$ cat config.mk
export PLATFORM = sky130hd
export DESIGN_NAME = json_string_escape_core_flat
export DESIGN_NICKNAME = d
export VERILOG_FILES = /design/src/jse_pkg.sv /design/src/jse_item_if.sv /design/src/jse_byte_if.sv /design/src/jse_encode.sv /design/src/jse_emit.sv /design/src/json_string_escape_core.sv /design/src/flat_wrapper.sv
export SDC_FILE = /design/constraint.sdc
export NUM_CORES = 1
export LEC_CHECK = 0
export ABC_AREA = 1
export BUFFER_PORTS_ARGS = -buffer_cell sky130_fd_sc_hd__clkbuf_2
export CAP_MARGIN = 20
export CORE_MARGIN = 3
export CORE_UTILIZATION = 60
export CTS_BUF_LIST = sky130_fd_sc_hd__clkbuf_2 sky130_fd_sc_hd__clkbuf_4 sky130_fd_sc_hd__clkbuf_8
export DETAILED_ROUTE_END_ITERATION = 10
export PLACE_DENSITY = 0.78
export SYNTH_ARGS = -nofsm -noshare
export SYNTH_HDL_FRONTEND = slang
export SYNTH_SLANG_ARGS = --single-unit
$ cat constraint.sdc
create_clock -name clk -period 5.3 [get_ports clk]
set_input_delay 1.06 -clock clk [delete_from_list [all_inputs] [get_ports clk]]
set_output_delay 1.06 -clock clk [all_outputs]
set_load 0.05 [all_outputs]
$ cat src/jse_pkg.sv
package jse_pkg;

	localparam int unsigned CpW     = 21;
	localparam int unsigned MaxLen  = 12;
	localparam int unsigned LenW    = 4;

	typedef logic [CpW-1:0]       cp_t;
	typedef logic [LenW-1:0]      len_t;
	typedef logic [7:0]           byte_t;
	typedef logic [5:0][7:0]      u16_esc_t;

	// Index 15 holds '0' because a string literal fills a packed array from the top.
	localparam logic [15:0][7:0] HexDigits = "0123456789abcdef";

	localparam byte_t CHAR_QUOTE  = 8'h22;
	localparam byte_t CHAR_BSLASH = 8'h5C;
	localparam byte_t CHAR_U      = 8'h75;
	localparam byte_t CHAR_N      = 8'h6E;
	localparam byte_t CHAR_R      = 8'h72;
	localparam byte_t CHAR_T      = 8'h74;
	localparam byte_t CHAR_B      = 8'h62;
	localparam byte_t CHAR_F      = 8'h66;
	localparam byte_t CHAR_SPACE  = 8'h20;
	localparam byte_t CHAR_TILDE  = 8'h7E;

	localparam cp_t CP_NUL      = 21'h000000;
	localparam cp_t CP_BS       = 21'h000008;
	localparam cp_t CP_TAB      = 21'h000009;
	localparam cp_t CP_LF       = 21'h00000A;
	localparam cp_t CP_FF       = 21'h00000C;
	localparam cp_t CP_CR       = 21'h00000D;
	localparam cp_t CP_QUOTE    = 21'h000022;
	localparam cp_t CP_BSLASH   = 21'h00005C;
	localparam cp_t CP_LAST_CTL = 21'h00001F;
	localparam cp_t CP_DEL      = 21'h00007F;
	localparam cp_t CP_SUPP     = 21'h010000;
	localparam cp_t CP_MAX      = 21'h10FFFF;

	localparam logic [15:0] REPLACEMENT = 16'hFFFD;
	localparam logic [5:0]  HI_SURR_TAG = 6'b110110;
	localparam logic [5:0]  LO_SURR_TAG = 6'b110111;

	typedef struct packed {
		len_t                    len;
		logic [MaxLen-1:0][7:0]  bytes;
	} desc_t;

	function automatic byte_t hex_digit(input logic [3:0] n);
		return HexDigits[~n];
	endfunction

	function automatic u16_esc_t u16_escape(input logic [15:0] v);
		u16_esc_t res;
		res[0] = CHAR_BSLASH;
		res[1] = CHAR_U;
		res[2] = hex_digit(v[15:12]);
		res[3] = hex_digit(v[11:8]);
		res[4] = hex_digit(v[7:4]);
		res[5] = hex_digit(v[3:0]);
		return res;
	endfunction

endpackage

$ cat src/jse_item_if.sv
interface jse_item_if;
	logic          valid;
	logic          ready;
	logic          func;
	jse_pkg::cp_t  codepoint;

	modport source (output valid, output func, output codepoint, input ready);
	modport sink   (input valid, input func, input codepoint, output ready);
endinterface

$ cat src/jse_byte_if.sv
interface jse_byte_if;
	logic           valid;
	logic           ready;
	jse_pkg::byte_t out_byte;
	logic           last_byte;

	modport source (output valid, output out_byte, output last_byte, input ready);
	modport sink   (input valid, input out_byte, input last_byte, output ready);
endinterface

$ cat src/jse_encode.sv
module jse_encode (
	input  logic           func,
	input  jse_pkg::cp_t   codepoint,
	output jse_pkg::desc_t desc
);

	logic [19:0] supp_off;

	assign supp_off = 20'(codepoint - jse_pkg::CP_SUPP);

	always_comb begin
		desc.len   = '0;
		desc.bytes = '0;
		priority if (func) begin
			desc.len      = jse_pkg::len_t'(1);
			desc.bytes[0] = jse_pkg::CHAR_QUOTE;
		end else if (codepoint == jse_pkg::CP_NUL) begin
			desc.len = '0;
		end else if (codepoint == jse_pkg::CP_QUOTE) begin
			desc.len      = jse_pkg::len_t'(2);
			desc.bytes[0] = jse_pkg::CHAR_BSLASH;
			desc.bytes[1] = jse_pkg::CHAR_QUOTE;
		end else if (codepoint == jse_pkg::CP_BSLASH) begin
			desc.len      = jse_pkg::len_t'(2);
			desc.bytes[0] = jse_pkg::CHAR_BSLASH;
			desc.bytes[1] = jse_pkg::CHAR_BSLASH;
		end else if (codepoint == jse_pkg::CP_LF) begin
			desc.len      = jse_pkg::len_t'(2);
			desc.bytes[0] = jse_pkg::CHAR_BSLASH;
			desc.bytes[1] = jse_pkg::CHAR_N;
		end else if (codepoint == jse_pkg::CP_CR) begin
			desc.len      = jse_pkg::len_t'(2);
			desc.bytes[0] = jse_pkg::CHAR_BSLASH;
			desc.bytes[1] = jse_pkg::CHAR_R;
		end else if (codepoint == jse_pkg::CP_TAB) begin
			desc.len      = jse_pkg::len_t'(2);
			desc.bytes[0] = jse_pkg::CHAR_BSLASH;
			desc.bytes[1] = jse_pkg::CHAR_T;
		end else if (codepoint == jse_pkg::CP_BS) begin
			desc.len      = jse_pkg::len_t'(2);
			desc.bytes[0] = jse_pkg::CHAR_BSLASH;
			desc.bytes[1] = jse_pkg::CHAR_B;
		end else if (codepoint == jse_pkg::CP_FF) begin
			desc.len      = jse_pkg::len_t'(2);
			desc.bytes[0] = jse_pkg::CHAR_BSLASH;
			desc.bytes[1] = jse_pkg::CHAR_F;
		end else if (codepoint > jse_pkg::CP_LAST_CTL && codepoint < jse_pkg::CP_DEL) begin
			desc.len      = jse_pkg::len_t'(1);
			desc.bytes[0] = codepoint[7:0];
		end else if (codepoint < jse_pkg::CP_SUPP) begin
			desc.len        = jse_pkg::len_t'(6);
			desc.bytes[5:0] = jse_pkg::u16_escape(codepoint[15:0]);
		end else if (codepoint <= jse_pkg::CP_MAX) begin
			// Supplementary planes go out as a high/low surrogate pair.
			desc.len         = jse_pkg::len_t'(12);
			desc.bytes[5:0]  = jse_pkg::u16_escape({jse_pkg::HI_SURR_TAG, supp_off[19:10]});
			desc.bytes[11:6] = jse_pkg::u16_escape({jse_pkg::LO_SURR_TAG, supp_off[9:0]});
		end else begin
			desc.len        = jse_pkg::len_t'(6);
			desc.bytes[5:0] = jse_pkg::u16_escape(jse_pkg::REPLACEMENT);
		end
	end

endmodule

$ cat src/jse_emit.sv
module jse_emit (
	input  logic           clk,
	input  logic           arst_n,
	input  logic           load,
	input  jse_pkg::desc_t desc,
	output logic           free,
	jse_byte_if.source     text
);

	jse_pkg::len_t                           cnt_q;
	logic [jse_pkg::MaxLen-1:0][7:0]         bytes_q;
	logic                                    take;

	assign take = text.valid && text.ready;
	// Free when empty, or when the final byte of the current item leaves this cycle.
	assign free = (cnt_q == '0) || (take && cnt_q == jse_pkg::len_t'(1));

	always_ff @(posedge clk or negedge arst_n) begin
		if (!arst_n) begin
			cnt_q <= '0;
		end else if (load) begin
			cnt_q <= desc.len;
		end else if (take) begin
			cnt_q <= cnt_q - jse_pkg::len_t'(1);
		end
	end

	always_ff @(posedge clk) begin
		if (load) begin
			bytes_q <= desc.bytes;
		end else if (take) begin
			bytes_q <= bytes_q >> 8;
		end
	end

	assign text.valid     = (cnt_q != '0);
	assign text.out_byte  = bytes_q[0];
	assign text.last_byte = (cnt_q == jse_pkg::len_t'(1));

endmodule

$ cat src/json_string_escape_core.sv
// JSON string escaper.
// The item channel takes one word per item: func high asks for a string
// delimiter quote, func low asks for the escaped form of codepoint. The text
// channel returns the escaped bytes one word at a time, with last_byte set on
// the final byte of each item. Codepoint zero produces no bytes at all.
// The first byte of an item is offered on the text channel once the item has
// passed the input register and been loaded into the output shift register.
// Throughput: one item per cycle while each item yields one byte, as plain
// printable ASCII does, and the receiver does not stall. An item of n bytes
// (2, 6 or 12) holds the output shift register until its last byte is taken,
// and the item register takes the next word as soon as the current one moves
// on, so an item producing nothing is retired without waiting for the output.
// When the receiver stalls, the current byte holds, the item register fills,
// and item ready drops until the output frees up.
// Reset empties both registers; there is no setup or clearing phase after it.
module json_string_escape_core (
	input  logic       clk,
	input  logic       arst_n,
	jse_item_if.sink   item,
	jse_byte_if.source text
);

	logic           valid_s1;
	logic           func_s1;
	jse_pkg::cp_t   codepoint_s1;
	jse_pkg::desc_t desc;
	logic           emit_free;
	logic           adv_s1;
	logic           load;

	assign adv_s1     = valid_s1 && (desc.len == '0 || emit_free);
	assign load       = valid_s1 && desc.len != '0 && emit_free;
	assign item.ready = !valid_s1 || adv_s1;

	always_ff @(posedge clk or negedge arst_n) begin
		if (!arst_n) begin
			valid_s1 <= 1'b0;
		end else if (item.ready) begin
			valid_s1 <= item.valid;
		end
	end

	always_ff @(posedge clk) begin
		if (item.valid && item.ready) begin
			func_s1      <= item.func;
			codepoint_s1 <= item.codepoint;
		end
	end

	jse_encode u_encode (
		.func      (func_s1),
		.codepoint (codepoint_s1),
		.desc      (desc)
	);

	jse_emit u_emit (
		.clk    (clk),
		.arst_n (arst_n),
		.load   (load),
		.desc   (desc),
		.free   (emit_free),
		.text   (text)
	);

endmodule

$ cat src/flat_wrapper.sv
// flat-port wrapper written by rule: the top's interface ports become plain ports
module json_string_escape_core_flat 
  (clk, arst_n, item_valid, item_func, item_codepoint, item_ready, text_valid, text_out_byte, text_last_byte, text_ready);
  jse_item_if item_i ();
  jse_byte_if text_i ();
  input  logic clk;
  input  logic arst_n;
  input wire logic [$bits(item_i.valid)-1:0] item_valid;
  input wire logic [$bits(item_i.func)-1:0] item_func;
  input wire logic [$bits(item_i.codepoint)-1:0] item_codepoint;
  output wire logic [$bits(item_i.ready)-1:0] item_ready;
  output wire logic [$bits(text_i.valid)-1:0] text_valid;
  output wire logic [$bits(text_i.out_byte)-1:0] text_out_byte;
  output wire logic [$bits(text_i.last_byte)-1:0] text_last_byte;
  input wire logic [$bits(text_i.ready)-1:0] text_ready;
  assign item_i.valid = item_valid;
  assign item_i.func = item_func;
  assign item_i.codepoint = item_codepoint;
  assign item_ready = item_i.ready;
  assign text_valid = text_i.valid;
  assign text_out_byte = text_i.out_byte;
  assign text_last_byte = text_i.last_byte;
  assign text_i.ready = text_ready;
  json_string_escape_core u_core (.clk(clk), .arst_n(arst_n), .item(item_i), .text(text_i));
endmodule
==> reports/qor.yml, run 1 <==
synth_area_leaders: "edfxtp_1 (53%), nand2_1 (12%), ha_1 (5.6%), inv_1 (4.1%), o21ai_0 (3.4%)"
postCtsSetupBuffers: 0
drc_errors: 0
port_buffers: 36
skew_ns: 0.01399
postCtsResizedCells: 0
slew_viol_final: 0
multi_input_area_mm2: 0.002236
final_core_util: 0.6753
cts_tree: "built"
clock_latency_ns: 0.37
crit_fanout: 8
grt_max_degree: 90
postCtsHoldBufs: 0
wl_met1_um: 5623
yosys.area.top_type: "edfxtp_1"
max_stage_delay_ns: 0.52
slowest_stage: "edfxtp_1"
syn_avg_cell_area_um2: 9.449
p_leak_nw: 2.852
dieArea_mm2: 0.01125
clk_pin_slew_ns: 0.11
worstReg2RegEnd: "u_core.u_emit.bytes_q[16]$_DFFE_PP_"
synth_area_mm2: 0.006010
yosys_warnings: 0
drtIter0Drc: 378
synth-seq-cells: 112
drv_cap: 0
finalSetupViolCount: 0
vias_per_cell: 5.586
place_ws_ns: 1.627
dr_total_vias: 4424
arrival_ns: 3.05
synth_cells: 636
fin_ws_ns: 1.193
grt_pass1_vias: 4351
syn_nets: 689
htreeDepth: 3
num_io_pins: 37
relSlewSlack: 0.3808
dr.pass1.iters: 5
tns_ns: 0
n_antenna_cell: 0
die_height_um: 106.1
fin_crit_sh: 0.7749
grt_overflow: 0
hold_path.class: "in -> async"
finalWeightedCongestion: 0.9301
worstSetupPathType: "reg -> out"
grt_pass1_wl_um: 21390
wl_met2_um: 6645
worst_path_most_repeated_cell: "nand2_1"
power_density_mw_per_mm2: 546.4
die_x_um: 106.1
fill_cells: 770
cp_cell_sequence: "inv_1, ha_1, nand2_1, nor2_1, nand2_1, nor2_2, nand3_1, nand2_1, o21bai_1, nand3_4, nand3b_1, clkbuf_2"
crit_required_ns: 4.24
register_area_mm2: 0.003338
ir_drop_mv: 0.4216
layout.nets: 711
worst_slew_pin_slew_ns: 0.9261
reg2reg_from: "u_core.codepoint_s1[16]$_DFFE_PP_"
place_hpwl_um: 9668
fmax_mhz: 243.5
rows: 35
area_growth_syn_to_layout_pct: 6.787
antenna_found_initial: 0
r2r_cells: 13
end_kind: "primary output"
critPathLaunchType: "flip-flop"
core-area_mm2: 0.009503
route.met3.wl_um: 598
synth_cell_types: 41
r2r_slack_ns: 1.70
root_buffer: "clkbuf_8"
drtAntennaViolNets: 0
period_needed_ns: 4.107
drt-wirelength-per-cell_um: 16.67
cts_max_path_buffers: 2
finalWirelength_um: 13200
status: "finished clean"
rsz0062_at_grt: "no"
drive_gt1_frac: 0.1176
synth_seq_area_share: 0.5555
start_util: 0.6324
cts_sinks: 112
highest_layer: "met4"
synth_top_area_share: 0.5347
grtUsageTotal: 0.2443
hold_violations: 0
numCtsBuffers: 9
placed cells by master, fill, tap and decap left out, drive strengths merged, types with 4 or more instances in the layout:
| master | synthesis | layout |
|---|---|---|
| nand2 | 191 | 191 |
| inv | 69 | 71 |
| nor3 | 10 | 10 |
| clkinv | 2 | 5 |
| o211ai | 7 | 7 |
| nand4 | 10 | 10 |
| ha | 27 | 27 |
| a21oi | 18 | 18 |
| clkbuf | 2 | 46 |
| dfrtp | 5 | 5 |
| nor2 | 45 | 45 |
| o21ai | 59 | 59 |
| nand3 | 33 | 33 |
| a31oi | 4 | 4 |
| edfxtp | 107 | 107 |
layout make-up:
cell class | instances | area share
clock buffers | 10 | 0.02047
clock inverters | 6 | 0.009554
inverters | 71 | 0.04153
multi-input cells | 425 | 0.3484
flip-flops and latches | 112 | 0.5202
well taps | 129 | 0.02515
repair buffers | 39 | 0.03470
synthesized netlist by cell type (all sizes together):
cell type and instances:
nand3 33, nand2 191, a22oi 2, buf 26
o31ai 2, clkinv 2, o21ai 59, nor2 45
dfrtp 5, conb 1, a21oi 18, o32ai 1
inv 69, a32oi 1, a31oi 4, nand3b 3
nor4 1, xor2 3, nor3 10, o21bai 1
o221ai 1, o211ai 7, clkbuf 2, edfxtp 107
o22ai 2, nand4 10, and3 1, a211oi 1
a221oi 1, ha 27
worst max path at each step:
stage	start	endpoint
floorplan	u_core.codepoint_s1[15]$_DFFE_PP_	u_core.u_emit.bytes_q[10]$_DFFE_PP_
global placement	u_core.codepoint_s1[15]$_DFFE_PP_	item_ready
detailed placement	u_core.codepoint_s1[15]$_DFFE_PP_	item_ready
CTS	u_core.codepoint_s1[15]$_DFFE_PP_	item_ready
global route	u_core.codepoint_s1[15]$_DFFE_PP_	item_ready
finish	u_core.codepoint_s1[15]$_DFFE_PP_	item_ready
cell families (layout without fill, tap and decap cells):
kind of cell,after synthesis,count (layout),share of synthesized area
flip-flops,112,112,0.5555
XOR/XNOR,3,3,0.004373
other,1,1,0.0006240
adder cells (fa/ha/maj),27,27,0.05621
AND/OR/NAND/NOR,294,294,0.2172
buffers and inverters,99,126,0.07370
AO/OA/AOI/OAI,100,100,0.09244
stage by stage:
stage | power [mW] | hold slack, ns | instances | instance area [µm²]
final | 3.506 | 0.4775 | 792 | 6417
after global routing | 3.754 | 0.4708 | 792 | 6417
after CTS | 3.507 | 0.4677 | 791 | 6390
after detailed placement | 3.016 | 0.4868 | 775 | 6197
after global placement | 2.959 | 0.4839 | 775 | 6197
after floorplan | 2.709 | 0.4755 | 636 | 6010
per-layer routing:
layer / vias to the layer above / global-route usage
li1: 2179 / -
met1: 2101 / 0.3124
met2: 122 / 0.4208
met3: 22 / 0.04372
met4: 0 / 0.08418
met5: - / 0
state kept, by name, summed over array words and instances (netlist names):
register                     cells
u_core.valid_s1                  1
u_core.u_emit.bytes_q           77
u_core.codepoint_s1             21
u_core.u_emit.cnt_q              4
u_core.func_s1                   1
u_core.u_emit.text.out_byte      8
power by group:
group / internal [mW] / total [mW] / switching (mW)
clock: 0.187 / 0.496 / 0.309
combinational: 0.365 / 1.28 / 0.920
sequential: 1.55 / 1.73 / 0.180
critical path: cells and delay by family, from the launching register on:
kind | cells | cell delay (ns)
compound gates | 1 | 0.19
fa+ha+maj | 1 | 0.19
buf+inv | 2 | 0.53
flops | 1 | 0.52
simple gates | 8 | 1.25
Power figures use the tool's default switching activity.
==> run 2, diff against run 1 <==
==> constraint.sdc (replaced) <==
create_clock -name clk -period 3.92 [get_ports clk]
set_input_delay 0.784 -clock clk [delete_from_list [all_inputs] [get_ports clk]]
set_output_delay 0.784 -clock clk [all_outputs]
set_load 0.05 [all_outputs]
==> run 2 against run 1 <==
Compared with the run above:
- sequential share of layout area shrank 0.44 points
- clock-buffer cell count unchanged
- hold slack worse by 0.26 ns
- non-clock buffer count increased by 6
- final cell count up 0.76%
- largest cell class unchanged
- sequential power rose by 34%
- critical path depth unchanged
- register-to-register slack lost 0.95 ns
==> reports/qor.yml, run 2 (synthesis gave the netlist of run 1 again) <==
status: "finished clean"  # unchanged
stdcell_count: 798  # was 792
cpLargestDelayFamily: "simple AND/OR/NAND/NOR gates"  # unchanged
dr_total_vias: 4385  # was 4424
layout.nets: 717  # was 711
dieArea_mm2: 0.01125  # unchanged
finalSetupViolCount: 0  # unchanged
grtUsageTotal: 0.2468  # was 0.2443
slowest_stage: "edfxtp_1"  # unchanged
antenna_found_initial: 0  # unchanged
cts_tree: "built"  # unchanged
design_area_mm2: 0.006472  # was 0.006417 mm²
port_buffers: 36  # unchanged
drtIter0Drc: 326  # was 378
root_buffer: "clkbuf_8"  # unchanged
rows: 35  # unchanged
r2r_slack_ns: 0.75  # was 1.70 ns
finalWeightedCongestion: 0.9608  # was 0.9301
die_x_um: 106.1  # unchanged
area_growth_syn_to_layout_pct: 7.704  # was 6.787%
worstReg2RegEnd: "u_core.u_emit.bytes_q[64]$_SDFFCE_PN0P_"  # was u_core.u_emit.bytes_q[16]$_DFFE_PP_
dp.cells: 782  # was 775
hold_path.class: "in -> async"  # unchanged
relSlewSlack: 0.5795  # was 0.3808
power_switching_mw: 1.872  # was 1.408 mW
skew_ns: 0.01741  # was 0.01399 ns
core-area_mm2: 0.009503  # unchanged
crit_fanout: 7  # was 8
crit_buf_inv: 2  # unchanged
fmax_mhz: 273.7
p_leak_nw: 2.879  # was 2.852 nW
crit_required_ns: 3.14  # was 4.24 ns
numCtsBuffers: 9  # unchanged
netSwitchingFraction: 0.3957  # was 0.4016
dr.pass1.iters: 5  # unchanged
period_needed_ns: 3.653
worst_path_most_repeated_cell: "nand2_1"  # unchanged
arrival_ns: 2.87  # was 3.05 ns
finalWirelength_um: 12990  # was 13200 µm
rsz0062_at_grt: "no"  # unchanged
ir_drop_mv: 0.6149  # was 0.4216 mV
grt_max_degree: 90  # unchanged
end_kind: "primary output"  # unchanged
postCtsSetupBuffers: 0  # unchanged
drt-wirelength-per-cell_um: 16.28  # was 16.67 µm
die_height_um: 106.1  # unchanged
grt_pass1_wl_um: 21560  # was 21390 µm
worstSetupPathType: "reg -> out"  # unchanged
grt_overflow: 0  # unchanged
start_util: 0.6324  # unchanged
placed_cell_area_mm2: 0.006275  # was 0.006197 mm²
clock_latency_ns: 0.37  # about the same
largest-register: "u_core.u_emit.bytes_q"  # unchanged
postCtsResizedCells: 0  # unchanged
pwr-share-clk: 0.141  # about the same
max_stage_delay_ns: 0.49  # was 0.52 ns
cp_cell_sequence: "inv_1, ha_1, nand2_1, nor2_2, nand2_1, nor2_2, nand3_1, nand2_1, o21bai_1, nand3_4, nand3b_1, clkbuf_4"  # was inv_1, ha_1, nand2_1, nor2_1, nand2_1, nor2_2, nand3_1, nand2_1, o21bai_1, nand3_4, nand3b_1, clkbuf_2
seq_power_share: 0.491  # was 0.492
hold_violations: 0  # unchanged
drc_errors: 0  # unchanged
drv_cap: 0  # unchanged
postCtsHoldBufs: 0  # unchanged
tns_ns: 0  # unchanged
n_antenna_cell: 0  # unchanged
htreeDepth: 3  # unchanged
cp-startpoint: "u_core.codepoint_s1[10]$_DFFE_PP_"  # was u_core.codepoint_s1[15]$_DFFE_PP_
place_hpwl_um: 9495  # was 9668 µm
fin_crit_sh: 0.9320
power_density_mw_per_mm2: 730.8  # was 546.4 mW/mm²
cts_max_path_buffers: 2  # unchanged
critPathLaunchType: "flip-flop"  # unchanged
worst_slew_pin_slew_ns: 0.6265  # was 0.9261 ns
grt_pass1_vias: 4321  # was 4351
reg2reg_from: "u_core.codepoint_s1[16]$_DFFE_PP_"  # unchanged
most-common-layout-cells: "nand2_1 (189), edfxtp_1 (107), inv_1 (62), o21ai_0 (41), clkbuf_2 (35)"  # was nand2_1 (189), edfxtp_1 (107), inv_1 (65), o21ai_0 (41), clkbuf_2 (36)
combPwrFrac: 0.368  # was 0.366
cts_sinks: 112  # unchanged
largest_reg_flops: 77  # unchanged
r2r_cells: 13  # unchanged
p_int_mw: 2.858  # was 2.098 mW
slew_viol_final: 0  # unchanged
drtAntennaViolNets: 0  # unchanged
clk_pin_slew_ns: 0.10  # was 0.11 ns
mostFrequentLayoutCell: "nand2_1"  # unchanged
vias_per_cell: 5.495  # was 5.586
num_io_pins: 37  # unchanged
drive_gt1_frac: 0.1315  # was 0.1176
-- run 2: cell count changes in the layout (fill, tap and decap cells not counted), sizes merged --
| cell | change |
|---|---|
| buf | +6 |
-- run 2: area by class of cell --
| class | instances | area, µm² |
|---|---|---|
| Sequential cell | 112 | 3338 |
| Fill cell | 736 | 3030 |
| Multi-Input combinational cell | 425 | 2238 |
| Timing Repair Buffer | 45 | 275.3 |
| Inverter | 71 | 266.5 |
| Tap cell | 129 | 161.4 |
| Clock buffer | 10 | 131.4 |
| Clock inverter | 6 | 61.31 |
-- run 2: power groups by stage --
stage | clock network, mW | registers [mW] | logic, mW
after global placement | 0 | 2.33 | 1.70
after detailed placement | 0 | 2.35 | 1.75
final | 0.669 | 2.32 | 1.74
after global routing | 0.733 | 2.38 | 1.99
after floorplan | 0 | 2.26 | 1.38
after CTS | 0.679 | 2.32 | 1.75
-- run 2: worst max path at each step --
stage	end	depth (start not counted)
floorplan	u_core.u_emit.bytes_q[10]$_DFFE_PP_	12
global placement	item_ready	12
detailed placement	item_ready	12
CTS	item_ready	12
global route	item_ready	13
finish	item_ready	12
-- run 2: per-layer routing --
layer  vias up  track usage  routed length (µm)
met5         -            0                   0
met4         0       0.1036                 402
met3        25      0.03522                 649
met2       125       0.4103                6299
met1      2039       0.3269                5643
li1       2196            -                   -
-- run 2: worst reg2reg max path, stage by stage, from the launching register on --
cell and delay [ns]:
edfxtp_1 0.49, inv_1 0.19, ha_1 0.21, nand2_1 0.10, nor2_1 0.22, nand2_1 0.08
nor2_1 0.27, nor2_2 0.11, nand4_1 0.12, o21bai_1 0.12, nand3_4 0.14, nand3b_1 0.24
nand2_4 0.14, buf_12 0.38
-- run 2: per-stage QoR --
step	power (mW)	utilization	hold WS [ns]	worst slack [ns]
floorplan	3.648	-	0.4755	0.4865
global placement	4.037	0.6603	0.4843	0.5805
detailed placement	4.094	0.6603	0.4886	0.4993
CTS	4.755	0.6806	0.2090	0.07096
global route	5.100	0.6811	0.2069	0.03402
finish	4.730	0.6811	0.2199	0.2665
